--- config.mk ---
export PLATFORM = sky130hd
export DESIGN_NAME = page_fault_frame_replacer
export DESIGN_NICKNAME = d
export VERILOG_FILES = /design/src/hdl/pffr_pkg.sv /design/src/hdl/pffr_ctrl.sv /design/src/hdl/pffr_datapath.sv /design/src/hdl/page_fault_frame_replacer.sv
export SDC_FILE = /design/constraint.sdc
export NUM_CORES = 2
export LEC_CHECK = 0
export CORE_MARGIN = 4
export CORE_UTILIZATION = 33
export DETAILED_ROUTE_END_ITERATION = 10
export DONT_BUFFER_PORTS = 1
export GPL_TIMING_DRIVEN = 0
export PLACE_DENSITY_LB_ADDON = 0.3
export RECOVER_POWER = 50
export SLEW_MARGIN = 20
export SYNTH_ARGS = -nofsm -noshare
export SYNTH_HDL_FRONTEND = slang
export SYNTH_SLANG_ARGS = --single-unit
--- constraint.sdc ---
create_clock -name clk -period 20.7 [get_ports clk]
set_clock_uncertainty 0.15 [all_clocks]
set_input_delay 4.14 -clock clk [delete_from_list [all_inputs] [get_ports clk]]
set_output_delay 4.14 -clock clk [all_outputs]
set_load 0.005 [all_outputs]
--- src/hdl/pffr_pkg.sv ---
// package for the page fault frame replacer
// types, constants and register indexes shared by all modules; no dependencies
`default_nettype none
package pffr_pkg;
  localparam int FRAMES_DEF  = 64;
  localparam int PAGES_DEF   = 1024;
  localparam int REDRAWS_DEF = 100;
  localparam int SKIPS_DEF   = 2;

  localparam logic [31:0] LFSR_MASK = 32'h8020_0003;

  localparam logic [1:0] REG_POLICY = 2'd0;
  localparam logic [1:0] REG_FRAMES = 2'd1;
  localparam logic [1:0] REG_SEED   = 2'd2;

  localparam logic [1:0] POL_RANDOM = 2'd0;
  localparam logic [1:0] POL_FIFO   = 2'd1;
  localparam logic [1:0] POL_SECOND = 2'd2;
  localparam logic [1:0] POL_REDRAW = 2'd3;

  localparam logic [1:0] ST_ABSENT   = 2'd0;
  localparam logic [1:0] ST_READONLY = 2'd1;

  typedef struct packed {
    logic [9:0] fault_page;
    logic [5:0] entry_frame;
    logic [1:0] entry_state;
  } fault_in_t;

  typedef struct packed {
    logic [5:0] granted_frame;
    logic       grant_write;
    logic       fill_from_disk;
    logic       evicted;
    logic [9:0] evicted_page;
    logic       write_back;
    logic       fault_error;
  } fault_out_t;

  // controller to datapath
  typedef struct packed {
    logic load;       // capture request
    logic scan;       // test marks at scan index, step index
    logic draw;       // step lfsr, start reducing the new word
    logic fold;       // reduce eight more bits of the drawn word
    logic ring_rd;    // read ring at head
    logic skip;       // advance head and tail, read ring
    logic commit;     // update state, make result
    logic promote;    // read-only page made writable
    logic reject;     // error result
  } ctl_cmd_t;

  // datapath to controller
  typedef struct packed {
    logic bad_req;     // illegal state, page or frame
    logic resident;    // read-only resident
    logic free_hit;    // scanned frame free
    logic scan_last;   // scan index is last frame
    logic fifo_mode;
    logic second_mode;
    logic redraw_mode;
    logic ptr_mismatch;
    logic cand_dirty;  // candidate frame dirty (valid the cycle after cand loads)
    logic fold_last;   // last fold of the drawn word
  } ctl_sts_t;
endpackage
`default_nettype wire

--- src/hdl/pffr_ctrl.sv ---
// controller state machine of the page fault frame replacer
// sequences scan, victim choice and commit; uses pffr_pkg
`default_nettype none
module pffr_ctrl #(
  parameter int REDRAWS = pffr_pkg::REDRAWS_DEF,
  parameter int SKIPS   = pffr_pkg::SKIPS_DEF
) (
  input  wire                 clk,
  input  wire                 rst,
  input  wire                 start,
  output logic                busy,
  input  pffr_pkg::ctl_sts_t  sts,
  output pffr_pkg::ctl_cmd_t  cmd
);
  import pffr_pkg::*;

  localparam logic [3:0] S_IDLE  = 4'd0;
  localparam logic [3:0] S_DEC   = 4'd1;
  localparam logic [3:0] S_SCAN  = 4'd2;
  localparam logic [3:0] S_RING  = 4'd3;
  localparam logic [3:0] S_RCHK  = 4'd4;
  localparam logic [3:0] S_DRAW  = 4'd5;
  localparam logic [3:0] S_DCHK  = 4'd6;
  localparam logic [3:0] S_FCHK  = 4'd7;
  localparam logic [3:0] S_DONE  = 4'd8;
  localparam logic [3:0] S_FOLD  = 4'd9;

  localparam int CW = $clog2(REDRAWS + SKIPS + 1);

  logic [3:0]    state, state_next;
  logic [CW-1:0] count, count_next;

  assign busy = (state != S_IDLE);

  always_ff @(posedge clk) begin
    if (rst) begin
      state <= S_IDLE;
      count <= '0;
    end else begin
      state <= state_next;
      count <= count_next;
    end
  end

  always_comb begin
    state_next = state;
    count_next = count;
    cmd = '0;
    unique case (state)
      S_IDLE: begin
        if (start) begin
          cmd.load = 1'b1;
          state_next = S_DEC;
        end
      end
      S_DEC: begin
        if (sts.bad_req) begin
          cmd.reject = 1'b1;
          state_next = S_IDLE;
        end else if (sts.resident) begin
          cmd.promote = 1'b1;
          state_next = S_IDLE;
        end else begin
          state_next = S_SCAN;
        end
      end
      S_SCAN: begin
        cmd.scan = 1'b1;
        if (sts.free_hit) begin
          state_next = S_FCHK;
        end else if (sts.scan_last) begin
          count_next = '0;
          if (sts.fifo_mode) begin
            if (sts.ptr_mismatch) begin
              state_next = S_DONE;
            end else begin
              state_next = S_RING;
            end
          end else begin
            state_next = S_DRAW;
          end
        end
      end
      S_DONE: begin
        cmd.reject = 1'b1;
        state_next = S_IDLE;
      end
      S_RING: begin
        cmd.ring_rd = 1'b1;
        state_next = S_RCHK;
      end
      S_RCHK: begin
        // candidate marks valid here
        if (sts.second_mode && sts.cand_dirty && (count < CW'(SKIPS))) begin
          cmd.skip = 1'b1;
          count_next = count + 1'b1;
          state_next = S_RCHK;
        end else if (sts.second_mode && (count < CW'(SKIPS))) begin
          count_next = count + 1'b1;
        end else begin
          cmd.commit = 1'b1;
          state_next = S_IDLE;
        end
      end
      S_DRAW: begin
        cmd.draw = 1'b1;
        state_next = S_FOLD;
      end
      S_FOLD: begin
        cmd.fold = 1'b1;
        if (sts.fold_last) begin
          state_next = S_DCHK;
        end
      end
      S_DCHK: begin
        if (sts.redraw_mode && (count < CW'(REDRAWS))) begin
          count_next = count + 1'b1;
          if (sts.cand_dirty) begin
            cmd.draw = 1'b1;
            state_next = S_FOLD;
          end
        end else begin
          cmd.commit = 1'b1;
          state_next = S_IDLE;
        end
      end
      S_FCHK: begin
        cmd.commit = 1'b1;
        state_next = S_IDLE;
      end
      default: state_next = S_IDLE;
    endcase
  end
endmodule
`default_nettype wire

--- src/hdl/pffr_datapath.sv ---
// datapath of the page fault frame replacer: frame tables, ring, lfsr, result
// driven by pffr_ctrl commands; uses pffr_pkg
`default_nettype none
module pffr_datapath #(
  parameter int FRAMES = pffr_pkg::FRAMES_DEF,
  parameter int PAGES  = pffr_pkg::PAGES_DEF
) (
  input  wire                  clk,
  input  wire                  rst,
  input  wire                  cfg_we,
  input  wire [1:0]            cfg_index,
  input  wire [31:0]           cfg_data,
  input  pffr_pkg::fault_in_t  req,
  input  pffr_pkg::ctl_cmd_t   cmd,
  output pffr_pkg::ctl_sts_t   sts,
  output pffr_pkg::fault_out_t result,
  output logic                 result_valid
);
  import pffr_pkg::*;

  localparam int FW = (FRAMES > 1) ? $clog2(FRAMES) : 1;
  localparam int NW = $clog2(FRAMES + 1);

  logic [1:0]  policy;
  logic [6:0]  frames_in_use;
  logic [31:0] lfsr;
  fault_in_t   rq;

  logic [9:0]    owner_mem [FRAMES];
  logic [FW-1:0] ring_mem  [FRAMES];
  logic [FRAMES-1:0] mapped, dirty;
  logic [FW-1:0] head, tail, idx, cand;
  logic          free_path;

  // active frame count, clamped to 1..FRAMES
  logic [NW-1:0] nf;
  always_comb begin
    if (frames_in_use == 7'd0) nf = NW'(1);
    else if (32'(frames_in_use) > 32'(FRAMES)) nf = NW'(FRAMES);
    else nf = NW'(frames_in_use);
  end

  // (v + 1) mod n by restoring reduction; v may lie above n after a frame count change
  function automatic logic [FW-1:0] inc_mod(input logic [FW-1:0] v, input logic [NW-1:0] n);
    logic [NW:0] s;
    logic [NW:0] r;
    s = {1'b0, NW'(v)} + 1'b1;
    r = '0;
    for (int b = NW; b >= 0; b--) begin
      r = {r[NW-1:0], s[b]};
      if (r >= {1'b0, n}) r = r - {1'b0, n};
    end
    return FW'(r);
  endfunction

  // lfsr step; the drawn word is reduced modulo nf eight bits per fold cycle
  logic [31:0] lfsr_step;
  assign lfsr_step = lfsr[0] ? ((lfsr >> 1) ^ LFSR_MASK) : (lfsr >> 1);

  logic [31:0]   dword;
  logic [NW-1:0] drem;
  logic [1:0]    dcnt;
  logic [NW-1:0] fold_rem;
  always_comb begin
    logic [NW:0] r;
    r = {1'b0, drem};
    for (int b = 31; b >= 24; b--) begin
      r = {r[NW-1:0], dword[b]};
      if (r >= {1'b0, nf}) r = r - {1'b0, nf};
    end
    fold_rem = NW'(r);
  end

  logic fifo_mode;
  assign fifo_mode = (policy == POL_FIFO) || (policy == POL_SECOND);

  assign sts.bad_req     = (rq.entry_state > ST_READONLY) || (32'(rq.fault_page) >= 32'(PAGES)) ||
                           ((rq.entry_state == ST_READONLY) &&
                            ({1'b0, NW'(rq.entry_frame)} >= {1'b0, nf}));
  assign sts.resident    = (rq.entry_state == ST_READONLY);
  assign sts.free_hit    = !mapped[idx] && !dirty[idx];
  assign sts.scan_last   = ({1'b0, idx} + 1'b1) >= {1'b0, nf};
  assign sts.fifo_mode   = fifo_mode;
  assign sts.second_mode = (policy == POL_SECOND);
  assign sts.redraw_mode = (policy == POL_REDRAW);
  assign sts.ptr_mismatch = (head != tail);
  assign sts.cand_dirty  = dirty[cand];
  assign sts.fold_last   = (dcnt == 2'd3);

  logic [FW-1:0] head_inc, tail_inc;
  assign head_inc = inc_mod(head, nf);
  assign tail_inc = inc_mod(tail, nf);

  always_ff @(posedge clk) begin
    if (rst) begin
      policy <= POL_FIFO;
      frames_in_use <= 7'd64;
      lfsr <= 32'd1;
      mapped <= '0;
      dirty <= '0;
      head <= '0;
      tail <= '0;
      result_valid <= 1'b0;
    end else begin
      result_valid <= cmd.reject | cmd.promote | cmd.commit;
      if (cmd.draw) begin
        lfsr <= lfsr_step;
      end else if (cfg_we) begin
        unique case (cfg_index)
          REG_POLICY: policy <= cfg_data[1:0];
          REG_FRAMES: frames_in_use <= cfg_data[6:0];
          REG_SEED:   lfsr <= (cfg_data == '0) ? 32'd1 : cfg_data;
          default: ;
        endcase
      end
      if (cmd.skip) begin
        head <= head_inc;
        tail <= tail_inc;
      end
      if (cmd.promote) begin
        mapped[rq.entry_frame[FW-1:0]] <= 1'b1;
        dirty[rq.entry_frame[FW-1:0]] <= 1'b1;
      end
      if (cmd.commit) begin
        mapped[cand] <= 1'b1;
        dirty[cand] <= 1'b0;
        if (fifo_mode) tail <= tail_inc;
        if (!free_path) head <= head_inc;
      end
    end
  end

  // result register
  always_ff @(posedge clk) begin
    fault_out_t res;
    res = '0;
    if (cmd.reject) begin
      res.fault_error = 1'b1;
    end
    if (cmd.promote) begin
      res.granted_frame = 6'(rq.entry_frame);
      res.grant_write = 1'b1;
    end
    if (cmd.commit) begin
      res.granted_frame = 6'(cand);
      res.fill_from_disk = 1'b1;
      if (mapped[cand] || dirty[cand]) begin
        res.evicted = 1'b1;
        res.evicted_page = owner_mem[cand];
        res.write_back = dirty[cand];
      end
    end
    if (cmd.reject || cmd.promote || cmd.commit) begin
      result <= res;
    end
  end

  always_ff @(posedge clk) begin
    if (cmd.load) begin
      rq <= req;
      idx <= '0;
      free_path <= 1'b0;
    end
    if (cmd.scan) begin
      if (!mapped[idx] && !dirty[idx]) begin
        cand <= idx;
        free_path <= 1'b1;
      end else begin
        idx <= idx + 1'b1;
      end
    end
    if (cmd.draw) begin
      dword <= lfsr_step;
      drem <= '0;
      dcnt <= '0;
    end
    if (cmd.fold) begin
      dword <= dword << 8;
      drem <= fold_rem;
      dcnt <= dcnt + 1'b1;
      if (dcnt == 2'd3) cand <= FW'(fold_rem);
    end
    if (cmd.ring_rd) begin
      cand <= ring_mem[head];
    end
    if (cmd.skip) begin
      cand <= ring_mem[head_inc];
    end
    if (cmd.promote) begin
      owner_mem[rq.entry_frame[FW-1:0]] <= rq.fault_page;
    end
    if (cmd.commit) begin
      owner_mem[cand] <= rq.fault_page;
      if (fifo_mode) ring_mem[tail] <= cand;
    end
  end
endmodule
`default_nettype wire

--- src/hdl/page_fault_frame_replacer.sv ---
// page fault frame replacer: one result per fault; errors and read-only upgrades
// are answered from the decode state, a free frame found by the scan is granted, the
// scan covers one frame per cycle, else the victim comes from the ring, with skips
// of dirty frames, or from lfsr draws; busy until done, the next start is taken at
// the edge that ends the done cycle; the receiver cannot stall
// synchronous reset: frames free, ring pointers zero, lfsr 1, policy fifo, 64 frames
`default_nettype none
module page_fault_frame_replacer #(
  parameter int FRAMES  = pffr_pkg::FRAMES_DEF,
  parameter int PAGES   = pffr_pkg::PAGES_DEF,
  parameter int REDRAWS = pffr_pkg::REDRAWS_DEF,
  parameter int SKIPS   = pffr_pkg::SKIPS_DEF
) (
  input  wire                  clk,
  input  wire                  rst,
  input  wire                  start,
  output logic                 busy,
  input  pffr_pkg::fault_in_t  fault,
  input  wire                  cfg_we,
  input  wire [1:0]            cfg_index,
  input  wire [31:0]           cfg_data,
  output logic                 done,
  output pffr_pkg::fault_out_t result
);
  import pffr_pkg::*;

  ctl_cmd_t cmd;
  ctl_sts_t sts;

  pffr_ctrl #(.REDRAWS(REDRAWS), .SKIPS(SKIPS)) u_ctrl (
    .clk(clk), .rst(rst), .start(start), .busy(busy), .sts(sts), .cmd(cmd)
  );

  pffr_datapath #(.FRAMES(FRAMES), .PAGES(PAGES)) u_dp (
    .clk(clk), .rst(rst), .cfg_we(cfg_we), .cfg_index(cfg_index), .cfg_data(cfg_data),
    .req(fault), .cmd(cmd), .sts(sts), .result(result), .result_valid(done)
  );
endmodule
`default_nettype wire
==> impl_metrics.csv <==
group,metric,value,unit
run_status,status,"finished with violations",
run_status,violations,"capacitance limit, slew limit",
floorplan,core-area,0.190,mm2
layout,drive_gt1_share,12.3,%
sta,period_share,95.9,%
detailed_routing,wirelength,247000,um
sta,tightest_slew,2.65,ns
yosys,synthArstFlopShare,0,%
setup_path,critPathMostFrequentCell,"ha_1",
setup_path,crit_fanout,10,
detailed_routing,vias,48200,
yosys,synth-edff-count,1096,
grt,grt_util_all_layers,24.1,%
floorplan,die_area,0.199,mm2
sta,drv_slew,289,
detailed_routing,drc_errors,0,
yosys,syn-cell-area,0.0633,mm2
sta,fmax,0.0504,GHz
yosys,syn_inst,5157,
placed_design,port_buffers,0,
min_path,whs_path_depth,2,
setup_path,worst_ep_arrival_time,20.36,ns
sta,timing_hold_violations_final,0,
placed_design,dpl-instance-area,0.0672,mm2
setup_path,end_kind,"register",
clocking,clockBufferDepth,3,
setup_path,start_kind,"register",
sta,layout_setup_ws,0.840,ns
clocking,cts.clk_slew.worst_paths,0.06,ns
grt,grt_antenna_before_repair,13,
placed_design,place_congestion,0.981,
layout,fin_nets,5606,
yosys,yosysSeqAreaShare,58.8,%
yosys,ys.flop_type,"edfxtp_1",
grt,grt_max_degree,69,
min_path,hold_class,"reg2reg",
clocking,cts_buffers,143,
yosys,ys_seq_elements,1310,
floorplan,die_w,446,um
layout,fillers,18100,
setup_path,required,21.20,ns
clocking,clockRootBuffer,"clkbuf_16",
floorplan,fp.dieH,446,um
sta,slew_headroom,-76.8,%
floorplan,io_pins,79,
placed_design,dp_hpwl,168000,um
job,drv_cap,6,
detailed_routing,vias_per_cell,6.03,
floorplan,core.rowCount,160,
detailed_routing,ant_nets,0,
sta,min_period,19.86,ns
yosys,avgSynthCellArea,12.3,um2
setup_path,slowest_stage,"or4_1",
clocking,cts.htree.levels,4,
setup_path,criticalPathCategory,"reg2reg",
layout,design_area,0.0721,mm2
yosys,ys_warn_count,0,
sta,setup_viol,0,
setup_path,max_stage_delay,0.67,ns
detailed_routing,wl_per_cell,30.9,um
floorplan,start_util,33.2,%
clocking,cts_tree,"yes",
detailed_routing,drt-initial-drc-count,6706,
layout,area_growth,14.0,%
detailed_routing,dr.pass1.iters,8,
layout,instances_no_fill,7989,
layout,fin_util,37.9,%
setup_path,rr_worst_depth,83,
placed_design,placed_cells,7709,
clocking,cts_hold_buf,0,
sta,rsz0062_at_grt,"yes",
clocking,clock_latency,0.81,ns
clocking,cts_sinks,1310,
grt,grt_pass1_vias,46200,
yosys,synth_cell_type_count,101,
placed_design,dp_slack,-2.26,ns
grt,grt_pass1_wl,345000,um
grt,grt_overflow,0,
==> sequential cells by signal, indices dropped and copies added (netlist names), 2 cells and up <==
| name | cells |
|---|---|
| u_dp.policy | 2 |
| u_dp.dword | 32 |
| u_dp.result | 21 |
| u_dp.dirty | 64 |
| u_dp.dcnt | 2 |
| u_dp.tail | 6 |
| u_dp.frames_in_use | 7 |
| u_dp.cand | 6 |
| u_ctrl.count | 7 |
| u_dp.owner_mem | 640 |
| u_dp.mapped | 64 |
| u_dp.drem | 7 |
| u_dp.rq | 18 |
| u_dp.ring_mem | 384 |
| u_ctrl.state | 4 |
| u_dp.head | 6 |
| u_dp.lfsr | 32 |
| u_dp.idx | 6 |
==> timing repair <==
action	CTS	global route
pin swaps	1	6
buffers inserted	5	12
setup endpoints to repair	17	18
resized for setup	40	108
==> metrics by stage <==
stage / setup TNS [ns] / hold WS [ns]
finish: 0 / 0.309
global route: -0.501 / 0.310
CTS: 0 / 0.310
detailed placement: -14.85 / 0.301
global placement: -49.74 / 0.288
floorplan: 0 / 0.273
==> cell usage in the layout (no fill, tap or decap), types with 39 or more instances in the layout <==
cell type / synthesis / layout
a21oi_1: 267 / 263
edfxtp_1: 1096 / 1096
nor2_2: 1 / 47
inv_1: 104 / 101
a22o_1: 64 / 64
mux2i_1: 126 / 117
o21ai_0: 129 / 124
nand2_1: 478 / 473
a22oi_1: 328 / 328
xnor2_1: 61 / 61
buf_2: 43 / 40
nor2_1: 460 / 411
ha_1: 169 / 169
xor2_1: 47 / 47
nand3_1: 182 / 182
a211oi_1: 85 / 78
a221oi_1: 61 / 61
mux4_2: 140 / 140
nand4_1: 101 / 101
nor3_1: 118 / 117
buf_1: 63 / 39
clkbuf_16: 0 / 144
nor2b_1: 54 / 53
dfxtp_1: 214 / 212
a21o_1: 40 / 40
clkbuf_1: 208 / 245
mux2_2: 52 / 52
nand2b_1: 43 / 42
==> area by class of cell <==
| type | count | area (um2) | area share [%] |
|---|---|---|---|
| flip-flops and latches | 1310 | 37200 | 51.6 |
| multi-input cells | 3413 | 24700 | 34.3 |
| clock buffers | 180 | 3760 | 5.21 |
| well taps | 2511 | 3140 | 4.36 |
| plain buffers | 330 | 1540 | 2.14 |
| clock inverters | 75 | 920 | 1.28 |
| repair buffers | 57 | 427 | 0.592 |
| inverters | 104 | 390 | 0.541 |
| diodes | 9 | 22.5 | 0.0312 |
==> layer usage <==
layer | vias up | GRT usage, % | wire length (um)
li1 | 20300 | - | -
met4 | 4 | 14.5 | 18200
met1 | 23800 | 30.7 | 93500
met3 | 798 | 5.93 | 26500
met5 | - | 0 | 79
met2 | 3266 | 37.1 | 108000
==> synth_stat cells, types with 10 or more instances <==
cell         n  area, um2
inv_1      104        390
xnor2_1     61        534
o21ai_0    129        646
a31oi_1     37        231
or2_2       13       81.3
and2_1      22        138
nand3_1    182        911
nor2_1     460       1730
mux2_2      52        586
a21boi_0    11       82.6
o211ai_1    30        225
xor2_1      47        412
or3_1       13       81.3
a222oi_1    14        140
o21bai_1    15        113
o21a_1      17        128
fa_1        22        440
dfxtp_1    214       4280
buf_1       63        236
clkbuf_1   208        781
a21o_1      40        300
a221oi_1    61        534
nand2b_1    43        269
nor2b_1     54        338
nand2_1    478       1790
buf_2       43        215
nor3_1     118        591
and3_1      32        200
a21oi_1    267       1340
a22oi_1    328       2460
buf_4       10       75.1
mux2i_1    126       1260
ha_1       169       2110
nor4_1      18        113
a22o_1      64        561
mux4_2     140       3150
a211oi_1    85        638
nand4_1    101        632
edfxtp_1  1096      32900
==> final timing paths <==
kind / startpoint / end / slack (ns)
setup / recovery: u_dp.frames_in_use[2]$_SDFFE_PP0P_ / u_dp.cand[4]$_DFF_P_ / 0.84
hold / removal: u_dp.dword[3]$_SDFFE_PP0P_ / u_dp.dword[3]$_SDFFE_PP0P_ / 0.31
setup reg to reg: u_dp.frames_in_use[2]$_SDFFE_PP0P_ / u_dp.cand[4]$_DFF_P_ / 0.84
hold reg to reg: u_dp.dword[3]$_SDFFE_PP0P_ / u_dp.dword[3]$_SDFFE_PP0P_ / 0.31
==> critical path, delay by kind of cell (launching register included) <==
family | cells | cell delay (ns)
AO/OA/AOI/OAI | 28 | 6.70
AND/OR/NAND/NOR | 26 | 5.01
buffers and inverters | 14 | 2.81
adder cells (fa/ha/maj) | 8 | 2.58
multiplexers | 7 | 2.08
flip-flops | 1 | 0.34
==> cell families (layout without fill, tap and decap cells) <==
family                   after synthesis  after routing  synth area share [%]
AND/OR/NAND/NOR                     1581           1581                  11.5
flip-flops                          1310           1310                  58.8
AO/OA/AOI/OAI                       1208           1208                  13.4
buffers and inverters                435            746                  2.80
multiplexers                         323            323                  8.03
adder cells (fa/ha/maj)              191            191                  4.04
XOR/XNOR                             108            108                  1.50
other                                  1             11               0.00593
Power is left out: the tool's default activity adds up to more than one toggle a clock period on the data nets, which glitch-free logic cannot reach.
